===== src/rtl/core/utf8e_pkg.sv =====
// utf8e_pkg: shared types, constants and encoding helpers for the bounded UTF-8 encoder.
// No dependencies; used by every module under rtl/core.
`timescale 1ns / 1ps

package utf8e_pkg;

	// Field widths
	localparam int unsigned CP_W   = 21;
	localparam int unsigned CNT_W  = 16;
	localparam int unsigned BYTE_W = 8;
	localparam int unsigned LEN_W  = 3;

	// Default depth of the front-to-back queue
	localparam int unsigned FIFO_DEPTH_DFLT = 2;

	// Configuration register map (word index) and reset value
	localparam int unsigned PADDR_W          = 3;
	localparam logic        REG_BUFFER_BYTES = 1'b0;
	localparam logic [CNT_W-1:0] BUF_BYTES_RST = 16'd256;

	// Code point range limits
	localparam logic [CP_W-1:0] MAX_1B = 21'h00007F;
	localparam logic [CP_W-1:0] MAX_2B = 21'h0007FF;
	localparam logic [CP_W-1:0] MAX_3B = 21'h00FFFF;
	localparam logic [CP_W-1:0] MAX_4B = 21'h10FFFF;

	// Lead and continuation byte marks
	localparam logic [BYTE_W-1:0] LEAD2 = 8'hC0;
	localparam logic [BYTE_W-1:0] LEAD3 = 8'hE0;
	localparam logic [BYTE_W-1:0] LEAD4 = 8'hF0;
	localparam logic [BYTE_W-1:0] CONT  = 8'h80;

	// Encoded length codes; LEN_NONE marks an out-of-range code point
	localparam logic [LEN_W-1:0] LEN_NONE = 3'd0;
	localparam logic [LEN_W-1:0] LEN_1    = 3'd1;
	localparam logic [LEN_W-1:0] LEN_2    = 3'd2;
	localparam logic [LEN_W-1:0] LEN_3    = 3'd3;
	localparam logic [LEN_W-1:0] LEN_4    = 3'd4;

	typedef struct packed {
		logic [CP_W-1:0] code_point;
		logic            last_in;
	} utf8e_in_t;

	typedef struct packed {
		logic [BYTE_W-1:0] out_byte;
		logic              byte_valid;
		logic              is_terminator;
		logic [CNT_W-1:0]  total_bytes;
		logic              invalid_seen;
		logic              last_out;
	} utf8e_out_t;

	// One queued command: encoded bytes to send, then an optional end-of-string result
	typedef struct packed {
		logic [3:0][BYTE_W-1:0] enc;
		logic [LEN_W-1:0]       nbytes;
		logic                   has_tail;
		logic                   room;
		logic [CNT_W-1:0]       total;
		logic                   invalid;
	} utf8e_cmd_t;

	typedef struct packed {
		logic full;
		logic empty;
	} utf8e_q_stat_t;

	function automatic logic [LEN_W-1:0] enc_len(input logic [CP_W-1:0] cp);
		logic [LEN_W-1:0] len;
		if (cp <= MAX_1B) begin
			len = LEN_1;
		end else if (cp <= MAX_2B) begin
			len = LEN_2;
		end else if (cp <= MAX_3B) begin
			len = LEN_3;
		end else if (cp <= MAX_4B) begin
			len = LEN_4;
		end else begin
			len = LEN_NONE;
		end
		return len;
	endfunction

	// Byte 0 is sent first
	function automatic logic [3:0][BYTE_W-1:0] enc_bytes(input logic [CP_W-1:0] cp,
			input logic [LEN_W-1:0] len);
		logic [3:0][BYTE_W-1:0] b;
		b = '0;
		case (len)
			LEN_1: begin
				b[0] = cp[7:0];
			end
			LEN_2: begin
				b[0] = LEAD2 | {3'b000, cp[10:6]};
				b[1] = CONT | {2'b00, cp[5:0]};
			end
			LEN_3: begin
				b[0] = LEAD3 | {4'b0000, cp[15:12]};
				b[1] = CONT | {2'b00, cp[11:6]};
				b[2] = CONT | {2'b00, cp[5:0]};
			end
			LEN_4: begin
				b[0] = LEAD4 | {5'b00000, cp[20:18]};
				b[1] = CONT | {2'b00, cp[17:12]};
				b[2] = CONT | {2'b00, cp[11:6]};
				b[3] = CONT | {2'b00, cp[5:0]};
			end
			default: begin
				b = '0;
			end
		endcase
		return b;
	endfunction

endpackage


===== src/rtl/core/utf8e_front.sv =====
// utf8e_front: accepts code points, checks capacity and range, keeps per-string state.
// Depends on utf8e_pkg; feeds utf8e_fifo.
`timescale 1ns / 1ps

module utf8e_front (
	input  logic                                clk,
	input  logic                                arst_n,
	input  logic                                in_valid,
	output logic                                in_ready,
	input  utf8e_pkg::utf8e_in_t                in_data,
	input  logic [utf8e_pkg::CNT_W-1:0]         buffer_bytes,
	input  utf8e_pkg::utf8e_q_stat_t            q_stat,
	output logic                                push,
	output utf8e_pkg::utf8e_cmd_t               cmd
);

	logic [utf8e_pkg::CNT_W-1:0] used_q, used_nxt;
	logic                        stopped_q, err_q;
	logic                        stop_nxt, err_nxt;
	logic [utf8e_pkg::LEN_W-1:0] len;
	logic [utf8e_pkg::CNT_W:0]   sum;
	logic                        fits, emit, accept;

	assign in_ready = !q_stat.full;
	assign accept   = in_valid && in_ready;

	// Classify the code point and run the fit test
	always_comb begin
		len      = utf8e_pkg::enc_len(in_data.code_point);
		sum      = {1'b0, used_q} + {{(utf8e_pkg::CNT_W + 1 - utf8e_pkg::LEN_W){1'b0}}, len};
		fits     = sum <= {1'b0, buffer_bytes};
		emit     = 1'b0;
		used_nxt = used_q;
		stop_nxt = stopped_q;
		err_nxt  = err_q;
		if (!stopped_q) begin
			if (len == utf8e_pkg::LEN_NONE) begin
				stop_nxt = 1'b1;
				err_nxt  = 1'b1;
			end else if (!fits) begin
				stop_nxt = 1'b1;
			end else begin
				emit     = 1'b1;
				used_nxt = sum[utf8e_pkg::CNT_W-1:0];
			end
		end
	end

	// Command for the back end
	always_comb begin
		cmd.enc      = utf8e_pkg::enc_bytes(in_data.code_point, len);
		cmd.nbytes   = emit ? len : utf8e_pkg::LEN_NONE;
		cmd.has_tail = in_data.last_in;
		cmd.room     = used_nxt < buffer_bytes;
		cmd.total    = used_nxt;
		cmd.invalid  = err_nxt;
	end

	// Nothing to send for a dropped character that does not end the string
	assign push = accept && (emit || in_data.last_in);

	// Per-string state; cleared at the end of each string
	always_ff @(posedge clk or negedge arst_n) begin
		if (!arst_n) begin
			used_q    <= '0;
			stopped_q <= 1'b0;
			err_q     <= 1'b0;
		end else if (accept) begin
			if (in_data.last_in) begin
				used_q    <= '0;
				stopped_q <= 1'b0;
				err_q     <= 1'b0;
			end else begin
				used_q    <= used_nxt;
				stopped_q <= stop_nxt;
				err_q     <= err_nxt;
			end
		end
	end

endmodule


===== src/rtl/core/utf8e_fifo.sv =====
// utf8e_fifo: short register queue of commands between front and back.
// Depends on utf8e_pkg.
`timescale 1ns / 1ps

module utf8e_fifo #(
	parameter int unsigned DEPTH = utf8e_pkg::FIFO_DEPTH_DFLT
) (
	input  logic                     clk,
	input  logic                     arst_n,
	input  logic                     push,
	input  utf8e_pkg::utf8e_cmd_t    wr_cmd,
	input  logic                     pop,
	output utf8e_pkg::utf8e_cmd_t    head,
	output utf8e_pkg::utf8e_q_stat_t stat
);

	localparam int unsigned PTR_W = (DEPTH > 1) ? $clog2(DEPTH) : 1;
	localparam int unsigned CNT_W = $clog2(DEPTH + 1);
	localparam logic [PTR_W-1:0] PTR_LAST = PTR_W'(DEPTH - 1);
	localparam logic [CNT_W-1:0] CNT_FULL = CNT_W'(DEPTH);

	utf8e_pkg::utf8e_cmd_t mem_q [DEPTH];
	logic [PTR_W-1:0]      wr_ptr_q, rd_ptr_q;
	logic [CNT_W-1:0]      cnt_q;

	assign head       = mem_q[rd_ptr_q];
	assign stat.full  = cnt_q == CNT_FULL;
	assign stat.empty = cnt_q == '0;

	// Storage
	always_ff @(posedge clk) begin
		if (push) begin
			mem_q[wr_ptr_q] <= wr_cmd;
		end
	end

	// Pointers and fill count
	always_ff @(posedge clk or negedge arst_n) begin
		if (!arst_n) begin
			wr_ptr_q <= '0;
			rd_ptr_q <= '0;
			cnt_q    <= '0;
		end else begin
			if (push) begin
				wr_ptr_q <= (wr_ptr_q == PTR_LAST) ? '0 : wr_ptr_q + 1'b1;
			end
			if (pop) begin
				rd_ptr_q <= (rd_ptr_q == PTR_LAST) ? '0 : rd_ptr_q + 1'b1;
			end
			if (push && !pop) begin
				cnt_q <= cnt_q + 1'b1;
			end else if (pop && !push) begin
				cnt_q <= cnt_q - 1'b1;
			end
		end
	end

endmodule


===== src/rtl/core/utf8e_back.sv =====
// utf8e_back: walks each queued command, one result per cycle while out_ready allows, into the output register.
// Depends on utf8e_pkg; fed by utf8e_fifo.
`timescale 1ns / 1ps

module utf8e_back (
	input  logic                     clk,
	input  logic                     arst_n,
	input  utf8e_pkg::utf8e_cmd_t    head,
	input  utf8e_pkg::utf8e_q_stat_t q_stat,
	output logic                     pop,
	output logic                     out_valid,
	input  logic                     out_ready,
	output utf8e_pkg::utf8e_out_t    out_data
);

	logic [utf8e_pkg::LEN_W-1:0] pos_q;
	logic                        out_valid_q;
	utf8e_pkg::utf8e_out_t       out_q, res;
	logic                        load, fire, at_tail, done;

	assign load    = !out_valid_q || out_ready;
	assign fire    = load && !q_stat.empty;
	assign at_tail = pos_q == head.nbytes;
	assign done    = at_tail || ((pos_q + 1'b1) == head.nbytes && !head.has_tail);
	assign pop     = fire && done;

	// Select the next result: an encoded byte, or the end-of-string result
	always_comb begin
		res = '0;
		if (at_tail) begin
			res.byte_valid    = head.room;
			res.is_terminator = head.room;
			res.total_bytes   = head.total;
			res.invalid_seen  = head.invalid;
			res.last_out      = 1'b1;
		end else begin
			res.out_byte   = head.enc[pos_q[1:0]];
			res.byte_valid = 1'b1;
		end
	end

	// Position within the current command
	always_ff @(posedge clk or negedge arst_n) begin
		if (!arst_n) begin
			pos_q       <= '0;
			out_valid_q <= 1'b0;
		end else begin
			if (load) begin
				out_valid_q <= !q_stat.empty;
			end
			if (fire) begin
				pos_q <= done ? '0 : pos_q + 1'b1;
			end
		end
	end

	// Output payload register
	always_ff @(posedge clk) begin
		if (fire) begin
			out_q <= res;
		end
	end

	assign out_valid = out_valid_q;
	assign out_data  = out_q;

endmodule


===== src/rtl/core/utf8_encoder_bounded_top.sv =====
// utf8_encoder_bounded_top: bounded UTF-8 string encoder, top level.
// Depends on utf8e_pkg, utf8e_front, utf8e_fifo and utf8e_back.
//
//   Channel   Direction  Handshake           Transaction carries
//   in        sink       in_valid/in_ready   code_point, last_in
//   out       source     out_valid/out_ready out_byte, byte_valid, is_terminator,
//                                            total_bytes, invalid_seen, last_out
//   apb       slave      psel/penable/pready buffer_bytes at word 0
//
// Results leave one per cycle, while out_ready allows, from a single output register; an item
// gives its encoded bytes (0 to 4) plus one more result when it ends a string.
// The front end takes an item per cycle while the queue (FIFO_DEPTH entries) has space;
// the output stage sets the sustained item rate.
// Reset (arst_n low) clears string state, the queue and the output valid flag, and sets
// buffer_bytes to 256. Output stalls back up through the queue to in_ready.
`timescale 1ns / 1ps

module utf8_encoder_bounded_top #(
	parameter int unsigned FIFO_DEPTH = utf8e_pkg::FIFO_DEPTH_DFLT
) (
	input  logic                              clk,
	input  logic                              arst_n,
	input  logic                              in_valid,
	output logic                              in_ready,
	input  utf8e_pkg::utf8e_in_t              in_data,
	output logic                              out_valid,
	input  logic                              out_ready,
	output utf8e_pkg::utf8e_out_t             out_data,
	input  logic                              psel,
	input  logic                              penable,
	input  logic                              pwrite,
	input  logic [utf8e_pkg::PADDR_W-1:0]     paddr,
	input  logic [31:0]                       pwdata,
	output logic [31:0]                       prdata,
	output logic                              pready
);

	logic [utf8e_pkg::CNT_W-1:0] buf_bytes_q;
	logic                        cfg_wr, sel_buf;
	logic                        push, pop;
	utf8e_pkg::utf8e_cmd_t       cmd, head;
	utf8e_pkg::utf8e_q_stat_t    q_stat;

	// Configuration register
	assign pready  = 1'b1;
	assign sel_buf = paddr[utf8e_pkg::PADDR_W-1:2] == utf8e_pkg::REG_BUFFER_BYTES;
	assign cfg_wr  = psel && penable && pwrite && pready && sel_buf;
	assign prdata  = sel_buf ? {16'h0000, buf_bytes_q} : '0;

	always_ff @(posedge clk or negedge arst_n) begin
		if (!arst_n) begin
			buf_bytes_q <= utf8e_pkg::BUF_BYTES_RST;
		end else if (cfg_wr) begin
			buf_bytes_q <= pwdata[utf8e_pkg::CNT_W-1:0];
		end
	end

	utf8e_front u_front (
		.clk          (clk),
		.arst_n       (arst_n),
		.in_valid     (in_valid),
		.in_ready     (in_ready),
		.in_data      (in_data),
		.buffer_bytes (buf_bytes_q),
		.q_stat       (q_stat),
		.push         (push),
		.cmd          (cmd)
	);

	utf8e_fifo #(
		.DEPTH (FIFO_DEPTH)
	) u_fifo (
		.clk    (clk),
		.arst_n (arst_n),
		.push   (push),
		.wr_cmd (cmd),
		.pop    (pop),
		.head   (head),
		.stat   (q_stat)
	);

	utf8e_back u_back (
		.clk       (clk),
		.arst_n    (arst_n),
		.head      (head),
		.q_stat    (q_stat),
		.pop       (pop),
		.out_valid (out_valid),
		.out_ready (out_ready),
		.out_data  (out_data)
	);

	// The queue is never written while full nor read while empty
	a_no_overflow: assert property (@(posedge clk) disable iff (!arst_n)
		!(push && q_stat.full && !pop))
		else $error("queue written while full");

	a_no_underflow: assert property (@(posedge clk) disable iff (!arst_n)
		!(pop && q_stat.empty))
		else $error("queue read while empty");

	// A result only appears after a command was waiting
	a_out_from_queue: assert property (@(posedge clk) disable iff (!arst_n)
		$rose(out_valid) |-> $past(!q_stat.empty))
		else $error("result without queued command");

	// Byte results are always stored; the end result stores only the nul
	a_result_kind: assert property (@(posedge clk) disable iff (!arst_n)
		out_valid |-> (out_data.last_out ? (out_data.byte_valid == out_data.is_terminator)
			: (out_data.byte_valid && !out_data.is_terminator)))
		else $error("inconsistent result flags");

endmodule

===== config.mk =====
export PLATFORM = sky130hd
export DESIGN_NAME = utf8_encoder_bounded_top
export DESIGN_NICKNAME = d
export VERILOG_FILES = /design/src/rtl/core/utf8e_pkg.sv /design/src/rtl/core/utf8e_front.sv /design/src/rtl/core/utf8e_fifo.sv /design/src/rtl/core/utf8e_back.sv /design/src/rtl/core/utf8_encoder_bounded_top.sv
export SDC_FILE = /design/constraint.sdc
export NUM_CORES = 1
export LEC_CHECK = 0
export BUFFER_PORTS_ARGS = -buffer_cell sky130_fd_sc_hd__buf_2
export CAP_MARGIN = 10
export CORE_UTILIZATION = 45
export DETAILED_ROUTE_END_ITERATION = 6
export PLACE_DENSITY = 0.7
export SLEW_MARGIN = 20
export SYNTH_ARGS = -nofsm -noshare
export SYNTH_HDL_FRONTEND = slang
export SYNTH_SLANG_ARGS = --single-unit

===== constraint.sdc =====
create_clock -name clk -period 17.49 [get_ports clk]
set_input_delay 3.498 -clock clk [delete_from_list [all_inputs] [get_ports clk]]
set_output_delay 3.498 -clock clk [all_outputs]
set_load 0.1 [all_outputs]

==> results.txt, run 1 <==
Setup WS post-layout: 6.10 ns
drt first pass iters: 6
DR vias/cell: 5.55
FF+latch count, synth: 172
Main synth FF type: edfxtp_1
CTS Hold Buffers Added: 0
switching power: 822 uW
final WL: 17.6 mm
cell count after synthesis: 697
Yosys Warn Count: 0
met1 Usage GRT: 25.8%
TritonCTS sink count: 172
Area Growth Syn to Fin: 13.7%
Worst-path clk slew: 0.06 ns
Max Cap Viol: 0
Leak: 4.05 nW
Pint: 1.02 mW
worst slew pin tran: 0.930 ns
Synth cell types: 63
Slew Limit Fails: 0
Placed Area: 9280 sq um
power per cell area: 187 nW/um^2
startpoint types: input port
Switching Share: 44.7%
cts bufs inserted: 17
Nets: 883
Root Driver: clkbuf_16
Critical Path AT: 11.62 ns
Final Hold Violating Endpoints: 0
placement row count: 50
Post-synth EDFFs: 130
hold crit path type: flip-flop to flip-flop
most frequent cells in the layout: edfxtp_1, buf_2, nor2_1
synthesized area: 8660 sq um
commonest non-fill, non-tap cell in the layout: edfxtp_1
Remaining DRCs: 0
Crit path largest cell delay: 0.67 ns
layout cell share with drive strength beyond 1: 21.3%
largest net degree at the start of global routing: 52
post-layout min period: 11.39 ns
GR Util met3: 3.94%
global routing usage on met2: 29.4%
FFs w/ async S/R, synth: 24.4%
Critical Path RT: 17.72 ns
WL/cell: 17.1 um
Tot GR Track Use: 18.7%
Top delay family on crit path: simple AND/OR/NAND/NOR gates
sequential-to-total area share from yosys stat: 57.2%
TritonCTS clock tree: done
vias in the first global route: 5530
Top cell by count, worst path: ha_1
crit end category: flip-flop
Fillers: 1625
grt ovf: 0
Most Crowded Layer GR: met2
Overall Power: 1.84 mW
maximum VDD drop: 0.0876 mV
unrepaired setup endpoints after global routing: no
Final TNS setup: 0 ns
final instance area: 9850 sq um
kind of critical path: input port to flip-flop
WP buf/inv: 1
Worst Skew: 0.0112 ns
Starting Density: 46.1%
post-layout util: 52.5%
Final setup viols: 0
number of routed nets with antenna violations: 0
diode count: 0
post-CTS setup buffers: 0
DP HPWL: 12.0 mm
Syn Area/Cell: 12.4 sq um
initial antenna violation count: 0
CP max-delay cell: o21a_1
Die W: 141 um
core area: 18800 sq um
Max Clk Rate: 87.8 MHz
Final Wtd Congestion: 0.853
Die Area: 19800 sq um
Comb power frac: 44.1%
IO Port Bufs: 91
H-tree depth: 4
Die Ht: 141 um
status: complete, no violations
via count: 5699
I/O pin total: 127
post-place setup slack: 5.87 ns
clock share of power: 19.9%
Slew headroom: 37.8%
Reg power frac: 36.1%
Worst-Skew Late Latency: 0.42 ns
iteration-0 DRC count of the detailed router: 421
Worst Path Max Fanout: 20
post-CTS sizing: 0
CTS Buffer Depth: 2
final period utilization: 65.1%
first-pass GRT wire length: 28.7 mm
[cell usage after synthesis, types with 12 or more instances]
| cell type | n | share of area (%) |
|---|---|---|
| xnor2_1 | 26 | 2.6 |
| inv_1 | 44 | 1.9 |
| nor3_1 | 23 | 1.3 |
| nand3_1 | 12 | 0.69 |
| a21oi_1 | 20 | 1.2 |
| mux2_2 | 17 | 2.2 |
| nor2_1 | 62 | 2.7 |
| edfxtp_1 | 130 | 45 |
| dfrtp_1 | 41 | 12 |
| mux2i_1 | 29 | 3.4 |
| nand2_1 | 41 | 1.8 |
| o21ai_0 | 18 | 1.0 |
| mux4_2 | 14 | 3.6 |
| buf_4 | 17 | 1.5 |
| clkbuf_1 | 22 | 0.95 |
| ha_1 | 36 | 5.2 |
[layer usage]
metal	wire length, um	up-vias
li1	-	2723
met1	8310	2793
met2	8200	160
met3	824	23
met4	274	0
met5	0	-
[state kept, by name (all words and copies together) (netlist names), 2 cells and up]
register	cells
u_fifo.mem_q	102
u_back.out_data	28
buf_bytes_q	16
u_front.used_q	16
u_back.pos_q	3
u_fifo.cnt_q	2
[final cells by class]
type	instances	area (sq um)	share of cell area, %
flip-flops and latches	172	4960	50.3
repair buffers	98	508	5.16
multi-input cells	447	3350	34.0
well taps	234	293	2.97
inverters	46	173	1.75
clock inverters	13	144	1.46
clock buffers	17	425	4.32
[worst paths after layout]
| kind | slack, ns | from | cells after the start | to |
|---|---|---|---|---|
| hold / removal | 0.50 | buf_bytes_q[4]$_DFFE_PN0P_ | 1 | buf_bytes_q[4]$_DFFE_PN0P_ |
| setup / recovery | 6.10 | in_data[19] | 26 | u_fifo.mem_q[1][17]$_DFFE_PP_ |
| min in group asynchronous | 3.16 | arst_n | 2 | buf_bytes_q[3]$_DFFE_PN0P_ |
| hold reg to reg | 0.50 | buf_bytes_q[4]$_DFFE_PN0P_ | 1 | buf_bytes_q[4]$_DFFE_PN0P_ |
| max in group asynchronous | 13.89 | arst_n | 2 | u_fifo.rd_ptr_q$_DFFE_PN0P_ |
| setup reg to reg | 10.96 | u_front.used_q[2]$_DFFE_PN0P_ | 19 | u_fifo.mem_q[1][17]$_DFFE_PP_ |
[kinds of logic (layout without fill, tap and decap cells)]
| kind of cell | Yosys count | in the layout | share of synthesized area [%] |
|---|---|---|---|
| buffers and inverters | 93 | 174 | 4.91 |
| and+or+nand+nor | 193 | 193 | 10.8 |
| other | 2 | 17 | 0.0867 |
| adders and majority gates | 37 | 37 | 5.43 |
| DFF | 172 | 172 | 57.2 |
| muxes | 60 | 60 | 9.20 |
| xor gates and xnor gates | 37 | 37 | 3.74 |
| AOI/OAI and AO/OA | 103 | 103 | 8.61 |
[power groups by stage]
stage | Sequential (mW) | Clock [mW] | Combinational (mW)
finish | 0.663 | 0.365 | 0.810
global route | 0.677 | 0.389 | 0.868
CTS | 0.665 | 0.372 | 0.814
detailed placement | 0.672 | 0 | 0.808
global placement | 0.669 | 0 | 0.798
floorplan | 0.871 | 0 | 0.446
[through the flow]
step / std cells / hold WS (ns)
after detailed placement: 997 / 0.481
after CTS: 1027 / 0.508
after global placement: 997 / 0.487
after global routing: 1027 / 0.527
after floorplan: 712 / 0.479
final: 1027 / 0.503
No activity file was read; power rests on OpenSTA's default activity.
==> run 2, diff against run 1 <==
Clock period 17.49 ns to 11.9 ns, I/O delays scaled along.
==> results.txt, run 2 (same netlist as run 1, synthesis figures left out) <==
status: complete, no violations
post-CTS sizing: 0
placement row count: 50
Most flops, register: u_fifo.mem_q
TritonCTS sink count: 172
core area: 18800 sq um
CTS Buffer Depth: 2
register-to-register setup slack: 5.49 ns
Worst Path Max Fanout: 20
kind of critical path: input port to flip-flop
worst hold path stage count: 1
Switching Share: 45.6%
Worst-Skew Late Latency: 0.43 ns
I/O pin total: 127
power per cell area: 272 nW/um^2
worst slew pin tran: 0.949 ns
cts bufs inserted: 17
Starting Density: 46.1%
maximum VDD drop: 0.135 mV
Worst Skew: 0.0169 ns
startpoint types: input port
reg2reg start: u_front.used_q[0]$_DFFE_PN0P_
Nets: 883
Final setup viols: 0
commonest non-fill, non-tap cell in the layout: edfxtp_1
Setup WS post-layout: 1.95 ns
Die Ht: 141 um
WL/cell: 17.2 um
post-place setup slack: 1.73 ns
unrepaired setup endpoints after global routing: no
hold crit path type: flip-flop to flip-flop
Leak: 4.03 nW
Pint: 1.45 mW
Worst R2R End: u_fifo.mem_q[1][17]$_DFFE_PP_
grt ovf: 0
Die Area: 19800 sq um
final WL: 17.7 mm
Reg power frac: 36.5%
post-CTS setup buffers: 0
Hold Startpoint: buf_bytes_q[3]$_DFFE_PN0P_
largest net degree at the start of global routing: 52
Worst-path clk slew: 0.07 ns
Comb power frac: 44.7%
Max Cap Viol: 0
Hold Path End: buf_bytes_q[3]$_DFFE_PN0P_
WP buf/inv: 2
Critical Path RT: 12.13 ns
Top cell by count, worst path: ha_1
max FFs per register: 102
vias in the first global route: 5639
IO Port Bufs: 91
layout cell share with drive strength beyond 1: 21.3%
Area Growth Syn to Fin: 13.2%
Final TNS setup: 0 ns
Crit path largest cell delay: 0.70 ns
most frequent cells in the layout: edfxtp_1, buf_2, nor2_1
TritonCTS clock tree: done
Top delay family on crit path: simple AND/OR/NAND/NOR gates
switching power: 1.22 mW
diode count: 0
number of routed nets with antenna violations: 0
DP HPWL: 12.1 mm
DR vias/cell: 5.56
R2R depth: 22
first-pass GRT wire length: 29.1 mm
Critical Path AT: 10.17 ns
drt first pass iters: 7
Max Clk Rate: 101 MHz
CTS Hold Buffers Added: 0
Slew Limit Fails: 0
Final Wtd Congestion: 0.861
Fillers: 1618
via count: 5713
H-tree depth: 4
Remaining DRCs: 0
clock share of power: 18.8%
Slew headroom: 36.0%
Tot GR Track Use: 19.0%
CP max-delay cell: nor2_1
iteration-0 DRC count of the detailed router: 459
CP startpoint: in_data[19]
Die W: 141 um
Root Driver: clkbuf_16
post-layout min period: 9.95 ns
final period utilization: 83.6%
initial antenna violation count: 0
crit end category: flip-flop
Final Hold Violating Endpoints: 0
[run 2: cell types whose count changed in the layout (fill, tap and decap cells not counted), sizes merged]
cell / change
clkbuf: +1
clkinvlp: -1
clkinv: +3
bufinv: -2
[run 2: how the worst max path moves through the flow]
stage	to	slack, ns	depth (start not counted)
4_1_cts	u_fifo.mem_q[1][17]$_DFFE_PP_	2.15	27
3_3_place_gp	u_fifo.mem_q[0][17]$_DFFE_PP_	1.74	27
2_1_floorplan	u_fifo.mem_q[0][0]$_DFFE_PP_	1.13	19
6_report	u_fifo.mem_q[1][17]$_DFFE_PP_	1.95	27
3_5_place_dp	u_fifo.mem_q[0][17]$_DFFE_PP_	1.73	27
5_1_grt	u_fifo.mem_q[0][17]$_DFFE_PP_	1.36	27
[run 2: power groups by stage]
stage	Clock (mW)	Combinational [mW]	Sequential, mW
final	0.500	1.19	0.974
after global routing	0.535	1.28	0.996
after CTS	0.509	1.19	0.976
after detailed placement	0	1.19	0.987
after global placement	0	1.17	0.984
after floorplan	0	0.656	1.28
[run 2: layout make-up]
class,count,area (sq um),share of cell area [%]
clock buffers,18,429,4.38
clock inverters,13,96.3,0.983
inverters,46,173,1.76
multi-input cells,447,3350,34.2
flip-flops and latches,172,4960,50.6
well taps,234,293,2.99
repair buffers,98,508,5.18
[run 2: per-stage QoR]
step | util [%] | hold WS [ns] | instances | power [mW] | instance area [sq um]
6_report | 52.2 | 0.503 | 1028 | 2.67 | 9800
5_1_grt | 52.2 | 0.517 | 1028 | 2.81 | 9800
4_1_cts | 52.2 | 0.507 | 1028 | 2.68 | 9800
3_5_place_dp | 49.4 | 0.477 | 997 | 2.17 | 9280
3_3_place_gp | 49.4 | 0.487 | 997 | 2.16 | 9280
2_1_floorplan | - | 0.479 | 712 | 1.94 | 8720
[run 2: metal layers]
layer  vias up  track usage [%]  wire length, um
met5         -                0                0
met4         0             7.61              311
met3        28             3.50              772
met2       160             30.1             8450
met1      2803             25.9             8190
li1       2722                -                -
